--- config.mk ---
export PLATFORM = sky130hd
export DESIGN_NAME = periodic_timer_slot_bank
export DESIGN_NICKNAME = d
export VERILOG_FILES = /design/src/rtl/ptsb_pkg.sv /design/src/rtl/periodic_timer_slot_bank.sv /design/src/rtl/ptsb_front.sv /design/src/rtl/ptsb_back.sv
export SDC_FILE = /design/constraint.sdc
export NUM_CORES = 2
export LEC_CHECK = 0
export ABC_AREA = 1
export BUFFER_PORTS_ARGS = -buffer_cell sky130_fd_sc_hd__buf_4
export CAP_MARGIN = 40
export CORE_ASPECT_RATIO = 1.2
export CORE_UTILIZATION = 29
export CTS_CLUSTER_DIAMETER = 200
export CTS_CLUSTER_SIZE = 28
export DETAILED_ROUTE_END_ITERATION = 10
export PLACE_DENSITY = 0.45
export SLEW_MARGIN = 10
export SYNTH_ARGS = -nofsm -noshare
export SYNTH_HDL_FRONTEND = slang
export SYNTH_SLANG_ARGS = --single-unit
--- constraint.sdc ---
create_clock -name clk -period 127.9 [get_ports clk]
set_input_delay 6.395 -clock clk [delete_from_list [all_inputs] [get_ports clk]]
set_output_delay 6.395 -clock clk [all_outputs]
set_load 0.01 [all_outputs]
--- src/rtl/ptsb_pkg.sv ---
package ptsb_pkg;

	localparam int SLOTS_DEFAULT = 16;
	localparam int MAX_RESULTS   = 16;
	localparam int QUEUE_DEPTH   = 2;

	localparam logic [1:0] OP_TICK       = 2'd0;
	localparam logic [1:0] OP_ADD        = 2'd1;
	localparam logic [1:0] OP_REMOVE     = 2'd2;
	localparam logic [1:0] OP_REMOVE_ALL = 2'd3;

	localparam logic [1:0] STATUS_OK        = 2'd0;
	localparam logic [1:0] STATUS_FULL      = 2'd1;
	localparam logic [1:0] STATUS_NOT_FOUND = 2'd2;

	localparam logic KIND_STATUS = 1'b0;
	localparam logic KIND_FIRE   = 1'b1;

	typedef enum logic [1:0] {
		JOB_TICK,
		JOB_ADD,
		JOB_REMOVE,
		JOB_REMOVE_ALL
	} job_op_t;

	typedef enum logic [1:0] {
		ST_IDLE,
		ST_WALK,
		ST_DONE
	} back_state_t;

	typedef struct packed {
		logic [1:0]  operation;
		logic [31:0] entry_id;
		logic [31:0] period_ticks;
	} command_t;

	typedef struct packed {
		logic        result_kind;
		logic [1:0]  status_code;
		logic [31:0] fired_id;
		logic        last_of_run;
	} result_t;

	typedef struct packed {
		job_op_t     op;
		logic [31:0] entry_id;
		logic [31:0] period_ticks;
	} job_t;

	typedef struct packed {
		logic valid;
		job_t job;
	} job_chan_t;

	typedef struct packed {
		logic [31:0] id;
		logic [31:0] period;
		logic [31:0] countdown;
	} slot_t;

endpackage

--- src/rtl/periodic_timer_slot_bank.sv ---
// Channel   Beat marked by          Payload
// command   start high, busy low    command (operation, entry_id, period_ticks)
// result    strobe high, one cycle  result (result_kind, status_code, fired_id, last_of_run)
//
// Commands enter a two-beat queue, so busy rises only when that queue is full.
// Tick, add and remove walk the whole slot ring once, one slot a cycle, with fires
// appearing during the walk and just after it.
// Remove all, and an add to a full bank, answer in the cycle after leaving the queue.
// Reset empties the bank; the receiver cannot stall, so results are never held back.
module periodic_timer_slot_bank import ptsb_pkg::*; #(
	parameter int SLOTS = SLOTS_DEFAULT
) (
	input  logic     clk,
	input  logic     arst_n,
	input  logic     start,
	output logic     busy,
	input  command_t command,
	output logic     strobe,
	output result_t  result
);

	job_chan_t head;
	logic      pop;

	ptsb_front u_front (
		.clk     (clk),
		.arst_n  (arst_n),
		.start   (start),
		.busy    (busy),
		.command (command),
		.head    (head),
		.pop     (pop)
	);

	ptsb_back #(
		.SLOTS (SLOTS)
	) u_back (
		.clk    (clk),
		.arst_n (arst_n),
		.head   (head),
		.pop    (pop),
		.strobe (strobe),
		.result (result)
	);

endmodule

--- src/rtl/ptsb_front.sv ---
module ptsb_front import ptsb_pkg::*; (
	input  logic      clk,
	input  logic      arst_n,
	input  logic      start,
	output logic      busy,
	input  command_t  command,
	output job_chan_t head,
	input  logic      pop
);

	localparam int PW = $clog2(QUEUE_DEPTH);
	localparam int CW = $clog2(QUEUE_DEPTH + 1);

	job_t           queue_q [QUEUE_DEPTH];
	logic [PW-1:0]  wr_ptr_q;
	logic [PW-1:0]  rd_ptr_q;
	logic [CW-1:0]  fill_q;
	logic           push;
	logic           take;
	job_t           decoded;

	always_comb begin
		decoded.entry_id     = command.entry_id;
		decoded.period_ticks = command.period_ticks;
		unique case (command.operation)
			OP_TICK:       decoded.op = JOB_TICK;
			OP_ADD:        decoded.op = JOB_ADD;
			OP_REMOVE:     decoded.op = JOB_REMOVE;
			OP_REMOVE_ALL: decoded.op = JOB_REMOVE_ALL;
			default:       decoded.op = JOB_TICK;
		endcase
	end

	assign busy       = (fill_q == CW'(QUEUE_DEPTH));
	assign push       = start && !busy;
	assign take       = pop && (fill_q != '0);
	assign head.valid = (fill_q != '0);
	assign head.job   = queue_q[rd_ptr_q];

	always_ff @(posedge clk) begin
		if (push) begin
			queue_q[wr_ptr_q] <= decoded;
		end
	end

	always_ff @(posedge clk or negedge arst_n) begin
		if (!arst_n) begin
			wr_ptr_q <= '0;
			rd_ptr_q <= '0;
			fill_q   <= '0;
		end else begin
			if (push) begin
				wr_ptr_q <= (wr_ptr_q == PW'(QUEUE_DEPTH - 1)) ? '0 : wr_ptr_q + 1'b1;
			end
			if (take) begin
				rd_ptr_q <= (rd_ptr_q == PW'(QUEUE_DEPTH - 1)) ? '0 : rd_ptr_q + 1'b1;
			end
			if (push && !take) begin
				fill_q <= fill_q + 1'b1;
			end else if (take && !push) begin
				fill_q <= fill_q - 1'b1;
			end
		end
	end

endmodule

--- src/rtl/ptsb_back.sv ---
module ptsb_back import ptsb_pkg::*; #(
	parameter int SLOTS = SLOTS_DEFAULT
) (
	input  logic      clk,
	input  logic      arst_n,
	input  job_chan_t head,
	output logic      pop,
	output logic      strobe,
	output result_t   result
);

	localparam int IW  = (SLOTS > 1) ? $clog2(SLOTS) : 1;
	localparam int CNW = $clog2(SLOTS + 1);
	localparam int FW  = $clog2(MAX_RESULTS + 1);
	localparam int NXT = (SLOTS > 1) ? 1 : 0;

	back_state_t    state_q;
	back_state_t    state_d;
	job_t           job_q;
	logic [IW-1:0]  step_q;
	logic [CNW-1:0] count_q;
	logic           vld_q [SLOTS];
	slot_t          dat_q [SLOTS];
	logic           carry_vld_q;
	slot_t          carry_q;
	logic           hit_q;
	logic           pend_vld_q;
	logic [31:0]    pend_id_q;
	logic [FW-1:0]  fire_n_q;
	logic           strobe_q;
	result_t        result_q;

	logic           last_step;
	logic           push_vld;
	slot_t          push_dat;
	logic           fire_now;
	logic           take_carry;
	slot_t          new_slot;
	logic           full;

	assign pop       = (state_q == ST_IDLE) && head.valid;
	assign full      = (count_q == CNW'(SLOTS));
	assign last_step = (step_q == IW'(SLOTS - 1));
	assign strobe    = strobe_q;
	assign result    = result_q;

	assign new_slot.id        = job_q.entry_id;
	assign new_slot.period    = job_q.period_ticks;
	assign new_slot.countdown = job_q.period_ticks;

	always_comb begin
		state_d = state_q;
		unique case (state_q)
			ST_IDLE: begin
				if (pop && !(head.job.op == JOB_REMOVE_ALL) &&
					!(head.job.op == JOB_ADD && full)) begin
					state_d = ST_WALK;
				end
			end
			ST_WALK: begin
				if (last_step) begin
					state_d = ST_DONE;
				end
			end
			ST_DONE: state_d = ST_IDLE;
			default: state_d = ST_IDLE;
		endcase
	end

	always_ff @(posedge clk or negedge arst_n) begin
		if (!arst_n) begin
			state_q <= ST_IDLE;
		end else begin
			state_q <= state_d;
		end
	end

	always_comb begin
		push_vld   = vld_q[0];
		push_dat   = dat_q[0];
		fire_now   = 1'b0;
		take_carry = 1'b0;
		case (job_q.op)
			JOB_TICK: begin
				if (vld_q[0]) begin
					if (dat_q[0].countdown == '0) begin
						push_dat.countdown = dat_q[0].period;
						fire_now = 1'b1;
					end else begin
						push_dat.countdown = dat_q[0].countdown - 1'b1;
					end
				end
			end
			JOB_ADD: begin
				if (hit_q) begin
					push_vld   = carry_vld_q;
					push_dat   = carry_q;
					take_carry = 1'b1;
				end else if (!vld_q[0] || dat_q[0].period > job_q.period_ticks) begin
					push_vld   = 1'b1;
					push_dat   = new_slot;
					take_carry = 1'b1;
				end
			end
			JOB_REMOVE: begin
				if (hit_q || (vld_q[0] && dat_q[0].id == job_q.entry_id)) begin
					push_vld = last_step ? 1'b0 : vld_q[NXT];
					push_dat = dat_q[NXT];
				end
			end
			default: begin
			end
		endcase
	end

	always_ff @(posedge clk) begin
		if (state_q == ST_IDLE && pop) begin
			job_q <= head.job;
		end
		if (state_q == ST_WALK) begin
			for (int k = 0; k < SLOTS - 1; k++) begin
				dat_q[k] <= dat_q[k + 1];
			end
			dat_q[SLOTS - 1] <= push_dat;
			if (take_carry) begin
				carry_q <= dat_q[0];
			end
			if (fire_now && fire_n_q < FW'(MAX_RESULTS)) begin
				pend_id_q <= dat_q[0].id;
			end
		end
	end

	always_ff @(posedge clk or negedge arst_n) begin
		if (!arst_n) begin
			for (int k = 0; k < SLOTS; k++) begin
				vld_q[k] <= 1'b0;
			end
			count_q     <= '0;
			step_q      <= '0;
			carry_vld_q <= 1'b0;
			hit_q       <= 1'b0;
			pend_vld_q  <= 1'b0;
			fire_n_q    <= '0;
			strobe_q    <= 1'b0;
			result_q    <= '0;
		end else begin
			strobe_q <= 1'b0;
			unique case (state_q)
				ST_IDLE: begin
					step_q      <= '0;
					hit_q       <= 1'b0;
					carry_vld_q <= 1'b0;
					pend_vld_q  <= 1'b0;
					fire_n_q    <= '0;
					if (pop && head.job.op == JOB_REMOVE_ALL) begin
						for (int k = 0; k < SLOTS; k++) begin
							vld_q[k] <= 1'b0;
						end
						count_q  <= '0;
						strobe_q <= 1'b1;
						result_q <= '{KIND_STATUS, STATUS_OK, 32'd0, 1'b1};
					end else if (pop && head.job.op == JOB_ADD && full) begin
						strobe_q <= 1'b1;
						result_q <= '{KIND_STATUS, STATUS_FULL, 32'd0, 1'b1};
					end
				end
				ST_WALK: begin
					step_q <= step_q + 1'b1;
					for (int k = 0; k < SLOTS - 1; k++) begin
						vld_q[k] <= vld_q[k + 1];
					end
					vld_q[SLOTS - 1] <= push_vld;
					if (take_carry) begin
						carry_vld_q <= vld_q[0];
						hit_q       <= 1'b1;
					end
					if (job_q.op == JOB_REMOVE && vld_q[0] && dat_q[0].id == job_q.entry_id) begin
						hit_q <= 1'b1;
					end
					if (fire_now && fire_n_q < FW'(MAX_RESULTS)) begin
						fire_n_q   <= fire_n_q + 1'b1;
						pend_vld_q <= 1'b1;
						if (pend_vld_q) begin
							strobe_q <= 1'b1;
							result_q <= '{KIND_FIRE, STATUS_OK, pend_id_q, 1'b0};
						end
					end
				end
				ST_DONE: begin
					case (job_q.op)
						JOB_TICK: begin
							if (pend_vld_q) begin
								strobe_q <= 1'b1;
								result_q <= '{KIND_FIRE, STATUS_OK, pend_id_q, 1'b1};
							end
						end
						JOB_ADD: begin
							count_q  <= count_q + 1'b1;
							strobe_q <= 1'b1;
							result_q <= '{KIND_STATUS, STATUS_OK, 32'd0, 1'b1};
						end
						JOB_REMOVE: begin
							strobe_q <= 1'b1;
							if (hit_q) begin
								count_q  <= count_q - 1'b1;
								result_q <= '{KIND_STATUS, STATUS_OK, 32'd0, 1'b1};
							end else begin
								result_q <= '{KIND_STATUS, STATUS_NOT_FOUND, 32'd0, 1'b1};
							end
						end
						default: begin
						end
					endcase
				end
				default: begin
				end
			endcase
		end
	end

endmodule

After elaboration in Yosys (flattened, before gate mapping) --
Memories as Yosys holds them, arrays and structs flattened. Index checks and enable logic that the tools add are counted.
Cells by class: add/subtract/negate cells 9, $lt $le $gt $ge 2, equal/unequal tests 25, multiplexer cells 60, reductions and logical operators 43
Operators by type and width (number):
- two-way mux 96 bit | 3
- one-hot mux 36 bit (3 select lines) | 2
- two-way mux 36 bit | 5
- one-hot mux 64 bit (2 select lines) | 1
- one-hot mux 32 bit (3 select lines) | 1
- two-way mux 32 bit | 2
- two-way mux 35 bit | 1
- equality test 32 bit | 1
- > comparator 32 bit | 1
- zero test 32 bit | 1
- one-hot mux 16 bit (2 select lines) | 1
- subtractor 32 x 1 -> 32 bit, second input constant | 1
- one-hot mux 5 bit (2 select lines) | 3
- two-way mux 1 bit | 24
- logical AND 1 bit | 16
- two-way mux 16 bit | 1
- two-way mux 5 bit | 3
- AND reduction 2 bit | 7
- equality test 2 bit, second input constant | 6
- adder 5 x 1 -> 5 bit, second input constant | 2
- one-hot mux 1 bit (2 select lines) | 5
- inequality test 3 x 2 -> 1 bit, second input constant | 3
- equality test 2 x 1 -> 1 bit, second input constant | 4
- two-way mux 2 bit | 4
- other kinds (25) | 41
Word-level totals: flip-flop bits (word level) 270, bits in writable memories 1668, input port bits 69, output and inout bits 38, word-level logic and storage cells 179, memories kept 2
Memories:
- u_back.dat_q | depth 16, width 96, rd ports 16, clocked after memory_dff 0, wr ports 16, RTL line ptsb_back.sv:23 | slot_t dat_q [SLOTS];
- u_front.queue_q | depth 2, width 66, rd ports 1, clocked after memory_dff 0, wr ports 1, RTL line ptsb_front.sv:14 | job_t queue_q [QUEUE_DEPTH];

Logic depth before layout (Yosys ltp) --
An unclocked memory read counts as a cell.
depth after elaboration 9, gate-level depth with buffers 22

Hierarchy --
From an unflattened synthesis, not the netlist that was laid out.
Unflattened totals: cells, all modules 4470, area, all modules 69211.4 um^2
By module, submodules not included:
- ptsb_back | times used 1, cells each 4091, area each 64160.3 um^2, sequential area each 53751.6 um^2
- ptsb_front | times used 1, cells each 379, area each 5051.1 um^2, sequential area each 4063.9 um^2

Worst setup path after synthesis --
OpenSTA, ideal clock, no wires.
path kind reg2reg, from reg u_back.state_q[0], to reg u_back.vld_q[10] (netlist name), library setup time 0.133 ns, arrival 41.672 ns, setup slack 86.095 ns, cell stages (with the launch flop) 6, path buffers 1, path through dfrtp_1 -> ha_1 -> inv_1 -> o21ai_1 -> clkbuf_1 -> o22ai_1
Between the ends: cells in the longest elaborated chain, start to end 5
Ends and longest elaborated chain:
- from (decl) | RTL line ptsb_back.sv:17 | back_state_t state_q;
- from (signal assigned) | RTL line ptsb_back.sv:74 | state_q <= state_d;
- zero test 2 bit | RTL line ptsb_back.sv:41, ptsb_back.sv:149
- logical AND 1 bit | RTL line ptsb_back.sv:41 | assign pop = (state_q == ST_IDLE) && head.valid;
- logical AND 1 bit | RTL line ptsb_back.sv:156 | if (pop && head.job.op == JOB_REMOVE_ALL) begin
- inequality test 2 bit (no source line)
- AND reduction 2 bit (no source line)
- to (signal, indexed assignment) | RTL line ptsb_back.sv:171 | vld_q[k] <= vld_q[k + 1];
- to (signal, indexed assignment) | RTL line ptsb_back.sv:173 | vld_q[SLOTS - 1] <= push_vld;
- to (decl) | RTL line ptsb_back.sv:22 | logic vld_q [SLOTS];
Parallel ways exist; a longest one is shown, timed or not. A chain may end at the register's enable or synchronous reset.

Final worst setup path --
from reg u_front.fill_q[0], to out busy
Between the ends: cells in the longest elaborated chain, start to end 1
Ends and longest elaborated chain:
- from (decl) | RTL line ptsb_front.sv:17 | logic [CW-1:0] fill_q;
- from (signal assigned) | RTL line ptsb_front.sv:59 | fill_q <= fill_q + 1'b1;
- from (signal assigned) | RTL line ptsb_front.sv:61 | fill_q <= fill_q - 1'b1;
- equality test 2 bit | RTL line ptsb_front.sv:34 | assign busy = (fill_q == CW'(QUEUE_DEPTH));
- to (decl) | RTL line periodic_timer_slot_bank.sv:16 | output logic busy,
No other way between the ends.

==> results.sh <==
export IMPL_setup_violations_final=0
export IMPL_synth_edf_count=1862
export IMPL_cts_setup_buffers=0
export IMPL_clk_insertion_delay_late_ns=0.73
export IMPL_async_flop_share_pct=3.922
export IMPL_rsz0062_at_grt="false"
export IMPL_yosys_warnings=0
export IMPL_synthCells=4478
export IMPL_cts_buffers=79
export IMPL_synth_flop_cell="edfxtp_1"
export IMPL_synth_top_cell_by_area="edfxtp_1"
export IMPL_tightest_slew_ns=1.046
export IMPL_hpwlAfterDp_um=87000
export IMPL_drc=0
export IMPL_antenna_found_initial=3
export IMPL_layout_drive_gt1_share_pct=6.426
export IMPL_wl_per_cell_um=18.57
export IMPL_grt_overflow_total=0
export IMPL_clock_fmax_mhz=127.5
export IMPL_syn_area_per_cell_um2=15.42
export IMPL_drt_vias_per_instance=4.336
export IMPL_grt_pass1_vias=33050
export IMPL_place_ws_ns=119.88
export IMPL_grt_max_degree=201
export IMPL_drv_slew=0
export IMPL_drtAntennaViolNets=0
export IMPL_yosysTopAreaCellShare_pct=80.97
export IMPL_first_pass_iters=5
export IMPL_critPathLaunchType="flop"
export IMPL_clock_skew_ns=0.04129
export IMPL_drt_wl_total_um=144100
export IMPL_final_hold_violation_count=0
export IMPL_cp_max_fo=5
export IMPL_h_tree_depth=3
export IMPL_crit_type="flop to output pin"
export IMPL_min_period_over_period_pct=6.134
export IMPL_synth_seq_cells=1938
export IMPL_fin_tns_setup_ns=0
export IMPL_ir_worst_vdd_v=0.00001753
export IMPL_groute_usage_overall_pct=11.92
export IMPL_grt_pass1_wl_um=216500
export IMPL_syn_nets=4597
export IMPL_seq_area_frac_synth_pct=83.72
export IMPL_seq_area_um2=57820
export IMPL_core_um2=235900
export IMPL_ys_types=41
export IMPL_nets=4698
export IMPL_clock_sinks=1938
export IMPL_rows=195
export IMPL_pwr_density_cell_nw_per_um2=25.31
export IMPL_drt_iter0_drc=3145
export IMPL_vias=33640
export IMPL_r2r_slack_ns=122.53
export IMPL_yosysMostFrequentCell="edfxtp_1"
export IMPL_cts_buffer_depth=3
export IMPL_worstPathRequired_ns=121.50
export IMPL_p_leak_nw=26.98
export IMPL_dieHeight_um=536.6
export IMPL_start_util_pct=29.27
export IMPL_hold_class="flop to flop"
export IMPL_multiInputGateArea_um2=9463
export IMPL_cts_resized=0
export IMPL_fillCellCount=22930
export IMPL_synthTopCellsByArea="edfxtp_1, nand2_1, dfrtp_1"
export IMPL_cts_tree="done"
export IMPL_clk_pin_slew_ns=0.11
export IMPL_cap_violations=0
export IMPL_status="finished clean"
export IMPL_syn_area_um2=69060
export IMPL_area_growth_syn_to_layout_pct=10.46
export IMPL_io_buffers=106
export IMPL_yosys_top_cells_count="edfxtp_1, nand2_1, nor2_1"
export IMPL_layout_min_cycle_time_ns=7.845
export IMPL_cts_root_buffer="clkbuf_16"
export IMPL_worst_ep_arrival_time_ns=1.45
export IMPL_gp_congestion=0.8069
export IMPL_setup_ws_ns=120.06
export IMPL_ios=107
export IMPL_die_w_um=447.5
export IMPL_die_area_um2=240100
export IMPL_critPathCaptureType="output pin"
export IMPL_max_slew_margin_pct=30.26
export IMPL_holdBufCountCts=0
worst paths after layout:
| path | endpoint | cells past startpoint | start |
|---|---|---|---|
| worst max-delay path | busy | 2 | u_front.fill_q[0]$_DFFE_PN0P_ |
| min in group asynchronous | u_back.result[32]$_DFFE_PN0P_ | 1 | arst_n |
| worst min register to register | u_back.dat_q[1][139]$_DFFE_PP_ | 0 | u_back.dat_q[1][235]$_DFFE_PP_ |
| worst max register to register | u_back.dat_q[1][584]$_DFFE_PP_ | 9 | u_back.state_q[1]$_DFFE_PN0P_ |
| worst min-delay path | u_back.dat_q[1][139]$_DFFE_PP_ | 0 | u_back.dat_q[1][235]$_DFFE_PP_ |
| max in group asynchronous | u_back.hit_q$_DFFE_PN0P_ | 2 | arst_n |
stage by stage:
step	util [%]	cells	hold WS [ns]	cell area [um2]	power [mW]
after global placement	31.19	7631	0.4001	73600	1.631
after detailed placement	31.39	7650	0.4045	74060	1.650
after floorplan	-	4478	0.4003	69060	1.767
final	32.33	7759	0.3985	76280	1.931
after CTS	32.33	7758	0.3996	76280	1.965
after global routing	32.33	7759	0.4208	76280	2.050
final cells by class:
class | instances | area share, %
inverters | 316 | 1.562
clock buffers | 105 | 2.831
flip-flops and latches | 1938 | 75.80
multi-input cells | 2073 | 12.41
diodes | 1 | 0.003281
repair buffers | 171 | 2.145
clock inverters | 3 | 0.08201
well taps | 3152 | 5.170
metal layers:
metal	GRT usage, %	up-vias	routed length [um]
li1	-	15840	-
met1	16.43	16960	66220
met2	19.09	666	67240
met3	1.686	184	5391
met4	4.416	0	5262
met5	0	-	0
state kept, by name, summed over array words and instances (netlist names), 5 cells and up:
register,flops
u_back.result,36
u_back.dat_q,1536
u_front.queue_q,132
u_back.job_q,66
u_back.carry_q,96
u_back.vld_q,16
u_back.pend_id_q,32
u_back.fire_n_q,5
u_back.count_q,5
where the power goes:
part / internal [mW] / switching [mW] / leakage (nW)
clock network: 0.120 / 0.185 / 1.07
logic: 0.116 / 0.353 / 7.35
registers: 1.05 / 0.101 / 18.6
total: 1.29 / 0.639 / 27.0
cell families (layout without fill, tap and decap cells):
| family | Yosys count | in the layout | synth area share (%) |
|---|---|---|---|
| compound gates | 278 | 278 | 2.171 |
| xor+xnor | 43 | 43 | 0.5454 |
| fa+ha+maj | 50 | 50 | 0.9168 |
| buf+inv | 467 | 595 | 2.683 |
| flops | 1938 | 1938 | 83.72 |
| other cells | 0 | 1 | 0 |
| simple gates | 1702 | 1702 | 9.962 |
critical path, stage by stage, from the launching register on:
cell and delay, ns:
dfrtp_1 0.44, nor2_1 0.16, buf_4 0.14
cells in the final DEF (no fill, tap or decap), types with 11 or more instances in the layout:
cell       instances
edfxtp_1        1862
nand2_1         1031
nor2_1           337
inv_1            306
nand3_1          276
buf_4            150
a21oi_1          140
clkbuf_16         83
dfrtp_1           73
o21ai_0           62
ha_1              45
xor2_1            32
o21ai_1           28
clkbuf_1          22
o22ai_1           21
nand4_1           19
buf_16            12
xnor2_1           11
(Power assumes the default switching activity.)
